===== src/rtl/mfmt_pkg.sv =====
// shared constants and types for the multiturn feedback tracker
// no dependencies; used by the channel interfaces and the top level
package mfmt_pkg;

    localparam int COUNTS_PER_TURN = 8192;
    localparam int REV_BITS        = 24;
    localparam int HALF_TURN       = COUNTS_PER_TURN / 2;

    localparam int PAYLOAD_W  = 64;
    localparam int LENGTH_W   = 4;
    localparam int WORD_W     = 16;
    localparam int TIMEOUT_W  = 8;
    localparam int REV_OUT_W  = 24;
    localparam int POSITION_W = 37;

    localparam logic [LENGTH_W-1:0]  FRAME_LENGTH  = LENGTH_W'(8);
    localparam logic [TIMEOUT_W-1:0] TIMEOUT_RESET = TIMEOUT_W'(10);

    typedef enum logic {
        OP_FRAME = 1'b0,
        OP_TICK  = 1'b1
    } t_opcode;

endpackage


===== src/rtl/mfmt_in_if.sv =====
// request channel into the tracker: one feedback frame or one timer tick
// depends on mfmt_pkg
interface mfmt_in_if;
    logic                                 valid;
    logic                                 ready;
    mfmt_pkg::t_opcode                    opcode;
    logic [mfmt_pkg::PAYLOAD_W-1:0]       frame_payload;
    logic [mfmt_pkg::LENGTH_W-1:0]        frame_length;

    modport source (output valid, opcode, frame_payload, frame_length, input ready);
    modport sink   (input valid, opcode, frame_payload, frame_length, output ready);
endinterface


===== src/rtl/mfmt_out_if.sv =====
// result channel out of the tracker: decoded words, position and link status
// depends on mfmt_pkg
interface mfmt_out_if;
    logic                                  valid;
    logic                                  ready;
    logic                                  frame_accepted;
    logic        [mfmt_pkg::WORD_W-1:0]    encoder_raw;
    logic signed [mfmt_pkg::WORD_W-1:0]    speed_rpm;
    logic signed [mfmt_pkg::WORD_W-1:0]    current_raw;
    logic        [mfmt_pkg::WORD_W-1:0]    spare_word;
    logic signed [mfmt_pkg::REV_OUT_W-1:0] revolutions;
    logic signed [mfmt_pkg::POSITION_W-1:0] position_count;
    logic                                  link_online;
    logic                                  went_offline;

    modport source (output valid, frame_accepted, encoder_raw, speed_rpm, current_raw,
                    spare_word, revolutions, position_count, link_online, went_offline,
                    input ready);
    modport sink   (input valid, frame_accepted, encoder_raw, speed_rpm, current_raw,
                    spare_word, revolutions, position_count, link_online, went_offline,
                    output ready);
endinterface


===== src/rtl/motor_feedback_multiturn_tracker_unit.sv =====
// Multiturn encoder tracker with link watchdog. Each request is an 8-byte
// feedback frame or a timer tick and yields exactly one result. An accepted
// request waits in the input register while the update logic computes the
// next running state and the result; both are registered together, so the
// result register is written as the request leaves the input register. A new
// request is taken every cycle unless the result side stalls; the running state
// (previous encoder, revolution counter, watchdog, online flag, last frame) is
// updated in a single pass as the request leaves the input register, so
// throughput is one request per clock unless the result side stalls.
// depends on mfmt_pkg, mfmt_in_if, mfmt_out_if
module motor_feedback_multiturn_tracker_unit (
    input  logic                                i_clk,
    input  logic                                i_rst_n,
    input  logic                                i_cfg_we,
    input  logic [mfmt_pkg::TIMEOUT_W-1:0]      i_cfg_wdata,
    mfmt_in_if.sink                             i_in,
    mfmt_out_if.source                          o_out
);

    // configuration
    logic [mfmt_pkg::TIMEOUT_W-1:0] r_timeout;

    // input register
    logic                             r_s1_valid;
    mfmt_pkg::t_opcode                r_s1_op;
    logic [mfmt_pkg::PAYLOAD_W-1:0]   r_s1_payload;
    logic [mfmt_pkg::LENGTH_W-1:0]    r_s1_len;

    // running state
    logic [mfmt_pkg::WORD_W-1:0]      r_prev_enc;
    logic [mfmt_pkg::REV_BITS-1:0]    r_rev;
    logic [mfmt_pkg::TIMEOUT_W-1:0]   r_wd;
    logic                             r_online;
    logic [mfmt_pkg::PAYLOAD_W-1:0]   r_last;

    logic [mfmt_pkg::WORD_W-1:0]      n_prev_enc;
    logic [mfmt_pkg::REV_BITS-1:0]    n_rev;
    logic [mfmt_pkg::TIMEOUT_W-1:0]   n_wd;
    logic                             n_online;
    logic [mfmt_pkg::PAYLOAD_W-1:0]   n_last;

    // result register
    logic                                    r_out_valid;
    logic                                    r_o_accepted;
    logic                                    r_o_dropped;
    logic signed [mfmt_pkg::REV_OUT_W-1:0]   r_o_rev;
    logic signed [mfmt_pkg::POSITION_W-1:0]  r_o_pos;

    logic n_accepted;
    logic n_dropped;
    logic s1_adv;
    logic frame_ok;

    logic        [mfmt_pkg::WORD_W-1:0]     enc;
    logic signed [mfmt_pkg::WORD_W-1:0]     delta;
    logic signed [31:0]                     rev_ext;
    logic        [mfmt_pkg::POSITION_W-1:0] pos;

    assign s1_adv     = r_s1_valid && (!r_out_valid || o_out.ready);
    assign i_in.ready = !r_s1_valid || s1_adv;

    assign frame_ok = (r_s1_op == mfmt_pkg::OP_FRAME) && (r_s1_len == mfmt_pkg::FRAME_LENGTH);
    assign enc      = r_s1_payload[63:48];
    // wrapped 16-bit encoder step
    assign delta    = signed'(enc - r_prev_enc);

    always_comb begin
        n_prev_enc = r_prev_enc;
        n_rev      = r_rev;
        n_wd       = r_wd;
        n_online   = r_online;
        n_last     = r_last;
        n_accepted = 1'b0;
        n_dropped  = 1'b0;
        if (frame_ok) begin
            if (32'(delta) < -32'(mfmt_pkg::HALF_TURN)) begin
                n_rev = r_rev + mfmt_pkg::REV_BITS'(1);
            end else if (32'(delta) > 32'(mfmt_pkg::HALF_TURN)) begin
                n_rev = r_rev - mfmt_pkg::REV_BITS'(1);
            end
            n_prev_enc = enc;
            n_last     = r_s1_payload;
            n_wd       = r_timeout;
            n_online   = 1'b1;
            n_accepted = 1'b1;
        end else if (r_s1_op == mfmt_pkg::OP_TICK && r_online) begin
            if (r_wd <= mfmt_pkg::TIMEOUT_W'(1)) begin
                // watchdog ran out: link goes offline, flagged on this result
                n_wd      = '0;
                n_online  = 1'b0;
                n_dropped = 1'b1;
            end else begin
                n_wd = r_wd - mfmt_pkg::TIMEOUT_W'(1);
            end
        end
    end

    assign rev_ext = 32'(signed'(n_rev));
    assign pos     = mfmt_pkg::POSITION_W'(rev_ext)
                   * mfmt_pkg::POSITION_W'(mfmt_pkg::COUNTS_PER_TURN)
                   + mfmt_pkg::POSITION_W'(n_prev_enc);

    always_ff @(posedge i_clk) begin
        if (!i_rst_n) begin
            r_timeout <= mfmt_pkg::TIMEOUT_RESET;
        end else if (i_cfg_we) begin
            r_timeout <= i_cfg_wdata;
        end
    end

    always_ff @(posedge i_clk) begin
        if (!i_rst_n) begin
            r_s1_valid <= 1'b0;
        end else if (i_in.ready) begin
            r_s1_valid <= i_in.valid;
        end
    end

    always_ff @(posedge i_clk) begin
        if (i_in.valid && i_in.ready) begin
            r_s1_op      <= i_in.opcode;
            r_s1_payload <= i_in.frame_payload;
            r_s1_len     <= i_in.frame_length;
        end
    end

    always_ff @(posedge i_clk) begin
        if (!i_rst_n) begin
            r_prev_enc <= '0;
            r_rev      <= '0;
            r_wd       <= '0;
            r_online   <= 1'b0;
            r_last     <= '0;
        end else if (s1_adv) begin
            r_prev_enc <= n_prev_enc;
            r_rev      <= n_rev;
            r_wd       <= n_wd;
            r_online   <= n_online;
            r_last     <= n_last;
        end
    end

    always_ff @(posedge i_clk) begin
        if (!i_rst_n) begin
            r_out_valid <= 1'b0;
        end else if (s1_adv) begin
            r_out_valid <= 1'b1;
        end else if (o_out.ready) begin
            r_out_valid <= 1'b0;
        end
    end

    always_ff @(posedge i_clk) begin
        if (s1_adv) begin
            r_o_accepted <= n_accepted;
            r_o_dropped  <= n_dropped;
            r_o_rev      <= rev_ext[mfmt_pkg::REV_OUT_W-1:0];
            r_o_pos      <= signed'(pos);
        end
    end

    // decoded words and link flag follow the state, which only moves with the result register
    assign o_out.valid          = r_out_valid;
    assign o_out.frame_accepted = r_o_accepted;
    assign o_out.encoder_raw    = r_last[63:48];
    assign o_out.speed_rpm      = signed'(r_last[47:32]);
    assign o_out.current_raw    = signed'(r_last[31:16]);
    assign o_out.spare_word     = r_last[15:0];
    assign o_out.revolutions    = r_o_rev;
    assign o_out.position_count = r_o_pos;
    assign o_out.link_online    = r_online;
    assign o_out.went_offline   = r_o_dropped;

`ifndef SYNTHESIS
    a_offline_clears_wd: assert property (@(posedge i_clk) disable iff (!i_rst_n)
        !r_online |-> (r_wd == '0))
        else $error("watchdog not cleared while offline");

    a_drop_means_offline: assert property (@(posedge i_clk) disable iff (!i_rst_n)
        (r_out_valid && r_o_dropped) |-> !r_online)
        else $error("timeout result with link still online");

    a_accept_means_online: assert property (@(posedge i_clk) disable iff (!i_rst_n)
        (r_out_valid && r_o_accepted) |-> (r_online && !r_o_dropped))
        else $error("accepted frame without online link");

    a_encoder_tracked: assert property (@(posedge i_clk) disable iff (!i_rst_n)
        (s1_adv && frame_ok) |=> (r_prev_enc == $past(r_s1_payload[63:48])))
        else $error("previous encoder not updated by accepted frame");

    a_state_holds: assert property (@(posedge i_clk) disable iff (!i_rst_n)
        (!s1_adv && $past(i_rst_n)) |=> ($stable(r_rev) && $stable(r_wd)))
        else $error("running state moved without a request");
`endif

endmodule

===== src/flat_wrapper.sv =====
// flat-port wrapper written by rule: the top's interface ports become plain ports
module motor_feedback_multiturn_tracker_unit_flat 
  (i_clk, i_rst_n, i_cfg_we, i_cfg_wdata, i_in_valid, i_in_opcode, i_in_frame_payload, i_in_frame_length, i_in_ready, o_out_valid, o_out_frame_accepted, o_out_encoder_raw, o_out_speed_rpm, o_out_current_raw, o_out_spare_word, o_out_revolutions, o_out_position_count, o_out_link_online, o_out_went_offline, o_out_ready);
  mfmt_in_if i_in_i ();
  mfmt_out_if o_out_i ();
  input  logic i_clk;
  input  logic i_rst_n;
  input  logic i_cfg_we;
  input  logic [mfmt_pkg::TIMEOUT_W-1:0] i_cfg_wdata;
  input wire logic [$bits(i_in_i.valid)-1:0] i_in_valid;
  input wire logic [$bits(i_in_i.opcode)-1:0] i_in_opcode;
  input wire logic [$bits(i_in_i.frame_payload)-1:0] i_in_frame_payload;
  input wire logic [$bits(i_in_i.frame_length)-1:0] i_in_frame_length;
  output wire logic [$bits(i_in_i.ready)-1:0] i_in_ready;
  output wire logic [$bits(o_out_i.valid)-1:0] o_out_valid;
  output wire logic [$bits(o_out_i.frame_accepted)-1:0] o_out_frame_accepted;
  output wire logic [$bits(o_out_i.encoder_raw)-1:0] o_out_encoder_raw;
  output wire logic [$bits(o_out_i.speed_rpm)-1:0] o_out_speed_rpm;
  output wire logic [$bits(o_out_i.current_raw)-1:0] o_out_current_raw;
  output wire logic [$bits(o_out_i.spare_word)-1:0] o_out_spare_word;
  output wire logic [$bits(o_out_i.revolutions)-1:0] o_out_revolutions;
  output wire logic [$bits(o_out_i.position_count)-1:0] o_out_position_count;
  output wire logic [$bits(o_out_i.link_online)-1:0] o_out_link_online;
  output wire logic [$bits(o_out_i.went_offline)-1:0] o_out_went_offline;
  input wire logic [$bits(o_out_i.ready)-1:0] o_out_ready;
  assign i_in_i.valid = i_in_valid;
  assign i_in_i.opcode = i_in_opcode;
  assign i_in_i.frame_payload = i_in_frame_payload;
  assign i_in_i.frame_length = i_in_frame_length;
  assign i_in_ready = i_in_i.ready;
  assign o_out_valid = o_out_i.valid;
  assign o_out_frame_accepted = o_out_i.frame_accepted;
  assign o_out_encoder_raw = o_out_i.encoder_raw;
  assign o_out_speed_rpm = o_out_i.speed_rpm;
  assign o_out_current_raw = o_out_i.current_raw;
  assign o_out_spare_word = o_out_i.spare_word;
  assign o_out_revolutions = o_out_i.revolutions;
  assign o_out_position_count = o_out_i.position_count;
  assign o_out_link_online = o_out_i.link_online;
  assign o_out_went_offline = o_out_i.went_offline;
  assign o_out_i.ready = o_out_ready;
  motor_feedback_multiturn_tracker_unit u_core (.i_clk(i_clk), .i_rst_n(i_rst_n), .i_cfg_we(i_cfg_we), .i_cfg_wdata(i_cfg_wdata), .i_in(i_in_i), .o_out(o_out_i));
endmodule

===== config.mk =====
export PLATFORM = sky130hd
export DESIGN_NAME = motor_feedback_multiturn_tracker_unit_flat
export DESIGN_NICKNAME = d
export VERILOG_FILES = /design/src/rtl/mfmt_pkg.sv /design/src/rtl/mfmt_in_if.sv /design/src/rtl/mfmt_out_if.sv /design/src/rtl/motor_feedback_multiturn_tracker_unit.sv /design/src/flat_wrapper.sv
export SDC_FILE = /design/constraint.sdc
export NUM_CORES = 1
export LEC_CHECK = 0
export BUFFER_PORTS_ARGS = -buffer_cell sky130_fd_sc_hd__buf_2
export CORE_MARGIN = 2
export CORE_UTILIZATION = 55
export DETAILED_ROUTE_END_ITERATION = 8
export PLACE_DENSITY_LB_ADDON = 0.3
export SETUP_SLACK_MARGIN = 0.15
export SLEW_MARGIN = 20
export SYNTH_ARGS = -nofsm -noshare
export SYNTH_HDL_FRONTEND = slang
export SYNTH_SLANG_ARGS = --single-unit
export TNS_END_PERCENT = 20

===== constraint.sdc =====
create_clock -name i_clk -period 6.25 [get_ports i_clk]
set_clock_uncertainty 0.05 [all_clocks]
set_input_delay 0.625 -clock i_clk [delete_from_list [all_inputs] [get_ports i_clk]]
set_output_delay 0.625 -clock i_clk [all_outputs]
set_load 0.02 [all_outputs]

==> results.toml <==
[setup_path]
cp_slowest_cell = "fa_1"
cpLargestDelayFamily = "simple AND/OR/NAND/NOR gates"
cp.arrival_ns = 5.37
path_max_fanout = 11
r2r_setup_slack_ns = 1.07
r2r-end = "u_core.o_out.position_count[29]"
crit_required_ns = 6.45
worstSetupEndpoint = "u_core.o_out.position_count[29]"
worstReg2RegStart = "u_core.r_s1_payload[48]"
cp.depth = 19
startpoint_type = "register"
critical_path_class = "reg2reg"
worstPathCellList = "inv_1 > ha_1 > fa_1 > nand2b_1 > a211oi_2 > o2111ai_1 > a41o_1 > o311a_1 > or2_1 > o31a_1 > nand2_1 > nor2_1 > xor2_1 > ha_1 > a21oi_1 > nor4_2 > nand2_1 > nor3_1 > xnor2_1"
cp-startpoint = "u_core.r_s1_payload[48]"
r2r_cells = 19
critPathCaptureType = "register"
slowest_delay_ns = 0.40
cp_num_buf_inv = 1

[logic_synthesis]
netlist_instances = 1137
synth_edf_count = 132
synth_nets = 1243
avgSynthCellArea_um2 = 10.23
synth-warning-count = 0
async_flop_share_pct = 0
synth_seq_cells = 255
synth_cell_types = 73
synth_top_area_share_pct = 34.09
ys.flop_type = "edfxtp_1"
synth_top_area_cell = "edfxtp_1"
synth.area.top_cells = "edfxtp_1 (34%), dfxtp_1 (21%), nand2_1 (7.6%)"
synth_seq_area_share_pct = 55.27
synth_area_um2 = 11630

[die]
die_h_um = 149.4
core_region_area_um2 = 20890
die_w_um = 149.4
die_area_um2 = 22320
rows = 53
floorplan.initialDensity_pct = 55.66
ios = 212

[drt]
via_per_inst = 5.460
initialDrtViolationCount = 665
num_vias = 8834
firstDrtPassIters = 5
wire_per_inst_um = 16.28
totalWireLength_mm = 26.34
drc = 0
ant_nets = 0

[finish]
fillerInstances = 1672
area_growth_pct = 17.95
drive_gt1_share_pct = 21.10
finalNetCount = 1427

[grt]
grt.overflow.total = 0
grt_first_pass_wirelength_mm = 41.99
grt_pass1_vias = 8406
grt_max_degree = 124
antenna_found_initial = 2
grt_usage_pct = 23.23

[sta]
post-route-period-util_pct = 82.82
hold_viol_final = 0
setup_tns_ns = 0
tightest_slew_ns = 0.9658
slew_headroom_pct = 35.61
rsz0062_at_grt = "false"
fmax_ghz = 0.1932
slew_viol_final = 0
finalSetupViolations = 0
period_needed_ns = 5.176

[run_status]
outcome = "finished, final reports clean"

[clock_network]
hold_buffers = 0
clkTransAtPathRegs_ns = 0.06
cts_resized = 0
clockBufferDepth = 3
cts_tree = "yes"
cts.sinks = 255
worstSkewPairLatency_ns = 0.52
cts_made_buffers = 26
root_buffer = "clkbuf_16"
post_cts_buffers = 0
cts_max_level = 1

[power_and_ir_drop]
p_per_area_nw_per_um2 = 269.8
leakagePower_nw = 5.527
p_total_mw = 3.700
max-vdd-ir-drop_mv = 0.2610

[min_path]
hold_class = "in2reg"

[placement]
port_buffers = 211
gp_congestion = 0.9182
hpwl_mm = 18.17

[run]
cap_violations = 0
## routing by layer
| layer | GRT usage [%] | share of wire, % |
|---|---|---|
| met5 | 0 | 0 |
| met1 | 30.87 | 43 |
| met2 | 37.96 | 48 |
| met3 | 6.330 | 7.8 |
| met4 | 5.667 | 1.5 |
## report_power, final
group | total, mW | switching [mW] | internal [mW]
combinational | 0.305 | 0.188 | 0.117
sequential | 1.85 | 0.0272 | 1.82
clock | 1.55 | 0.628 | 0.918
## cell usage in the layout (no fill, tap or decap), types with 5 or more instances in the layout
master / synthesis / final
and3_1: 10 / 10
or3_1: 11 / 11
o31ai_1: 5 / 5
o21ai_0: 43 / 43
nand4_1: 9 / 9
and2_1: 14 / 13
or4_1: 5 / 5
buf_4: 1 / 7
a21oi_1: 25 / 24
buf_2: 6 / 211
a211oi_1: 6 / 6
edfxtp_1: 132 / 132
clkinv_1: 1 / 5
a22oi_1: 7 / 7
a21boi_0: 89 / 89
a31oi_1: 6 / 6
nand3_1: 13 / 13
nor2b_1: 15 / 15
ha_1: 22 / 22
nor3_1: 30 / 30
nand2b_1: 8 / 8
nand2_1: 236 / 235
o211ai_1: 9 / 9
o211a_1: 13 / 13
mux2i_1: 20 / 20
dfxtp_1: 123 / 123
a21o_1: 6 / 6
xnor2_1: 45 / 45
xor2_1: 17 / 17
inv_1: 45 / 45
clkbuf_16: 0 / 27
nor2_1: 43 / 42
clkinv_2: 0 / 6
nor4_1: 8 / 8
## how the worst min path moves through the flow
stage,from,end,slack (ns),cells after the start
after floorplan,u_core.r_timeout[1],u_core.r_timeout[1],0.39,2
after global placement,u_core.r_last[23],u_core.r_last[23],0.40,2
after detailed placement,u_core.r_last[9],u_core.r_last[9],0.41,2
after CTS,i_in_frame_payload[61],u_core.r_s1_payload[61],0.20,1
after global routing,i_in_frame_payload[23],u_core.r_s1_payload[23],0.20,1
final,i_in_frame_payload[40],u_core.r_s1_payload[40],0.23,1
## per-stage QoR
step	area (um2)	std cells	hold slack, ns	utilization (%)	setup WS [ns]
2_1_floorplan	11630	1137	0.3914	-	1.419
3_3_place_gp	12840	1568	0.4000	61.46	1.258
3_5_place_dp	12840	1568	0.4076	61.46	1.122
4_1_cts	13700	1616	0.2038	65.59	1.096
5_1_grt	13710	1618	0.2044	65.65	0.6451
6_report	13710	1618	0.2284	65.65	1.074
## registers in the layout, indices dropped and copies added, names as in the netlist, 4 cells and up
signal                       cells
u_core.r_timeout                 8
u_core.o_out.position_count     37
u_core.o_out.revolutions        24
u_core.r_last                   64
u_core.r_s1_payload             64
u_core.r_wd                      8
u_core.r_prev_enc               16
u_core.r_rev                    24
u_core.r_s1_len                  4
## synth_stat cells, types with 11 or more instances
master,instances
nor2b_1,15
mux2i_1,20
inv_1,45
nor2_1,43
o21ai_0,43
ha_1,22
clkbuf_1,52
edfxtp_1,132
nor3_1,30
a21boi_0,89
dfxtp_1,123
or3_1,11
xor2_1,17
a21oi_1,25
nand3_1,13
and2_1,14
xnor2_1,45
nand2_1,236
o211a_1,13
## final cells by class
class | instances | area [um2] | share of cell area, %
Sequential cell | 255 | 6426 | 46.86
Multi-Input combinational cell | 771 | 4775 | 34.81
Timing Repair Buffer | 219 | 1120 | 8.165
Clock buffer | 35 | 745.7 | 5.437
Tap cell | 275 | 344.1 | 2.509
Inverter | 48 | 181.4 | 1.323
Clock inverter | 13 | 117.6 | 0.8576
Antenna cell | 2 | 5.005 | 0.03649
## kinds of logic (layout without fill, tap and decap cells)
kind of cell	count (synthesis)	after routing	share of synthesized area (%)
AOI/OAI and AO/OA	241	241	14.81
adders and majority gates	24	24	2.712
other	0	2	0
xor gates and xnor gates	62	62	4.670
muxes	22	22	1.937
and+or+nand+nor	422	422	16.80
buffers and inverters	111	315	3.809
DFF	255	255	55.27
Note: power is estimated with default switching activity, not from simulation.
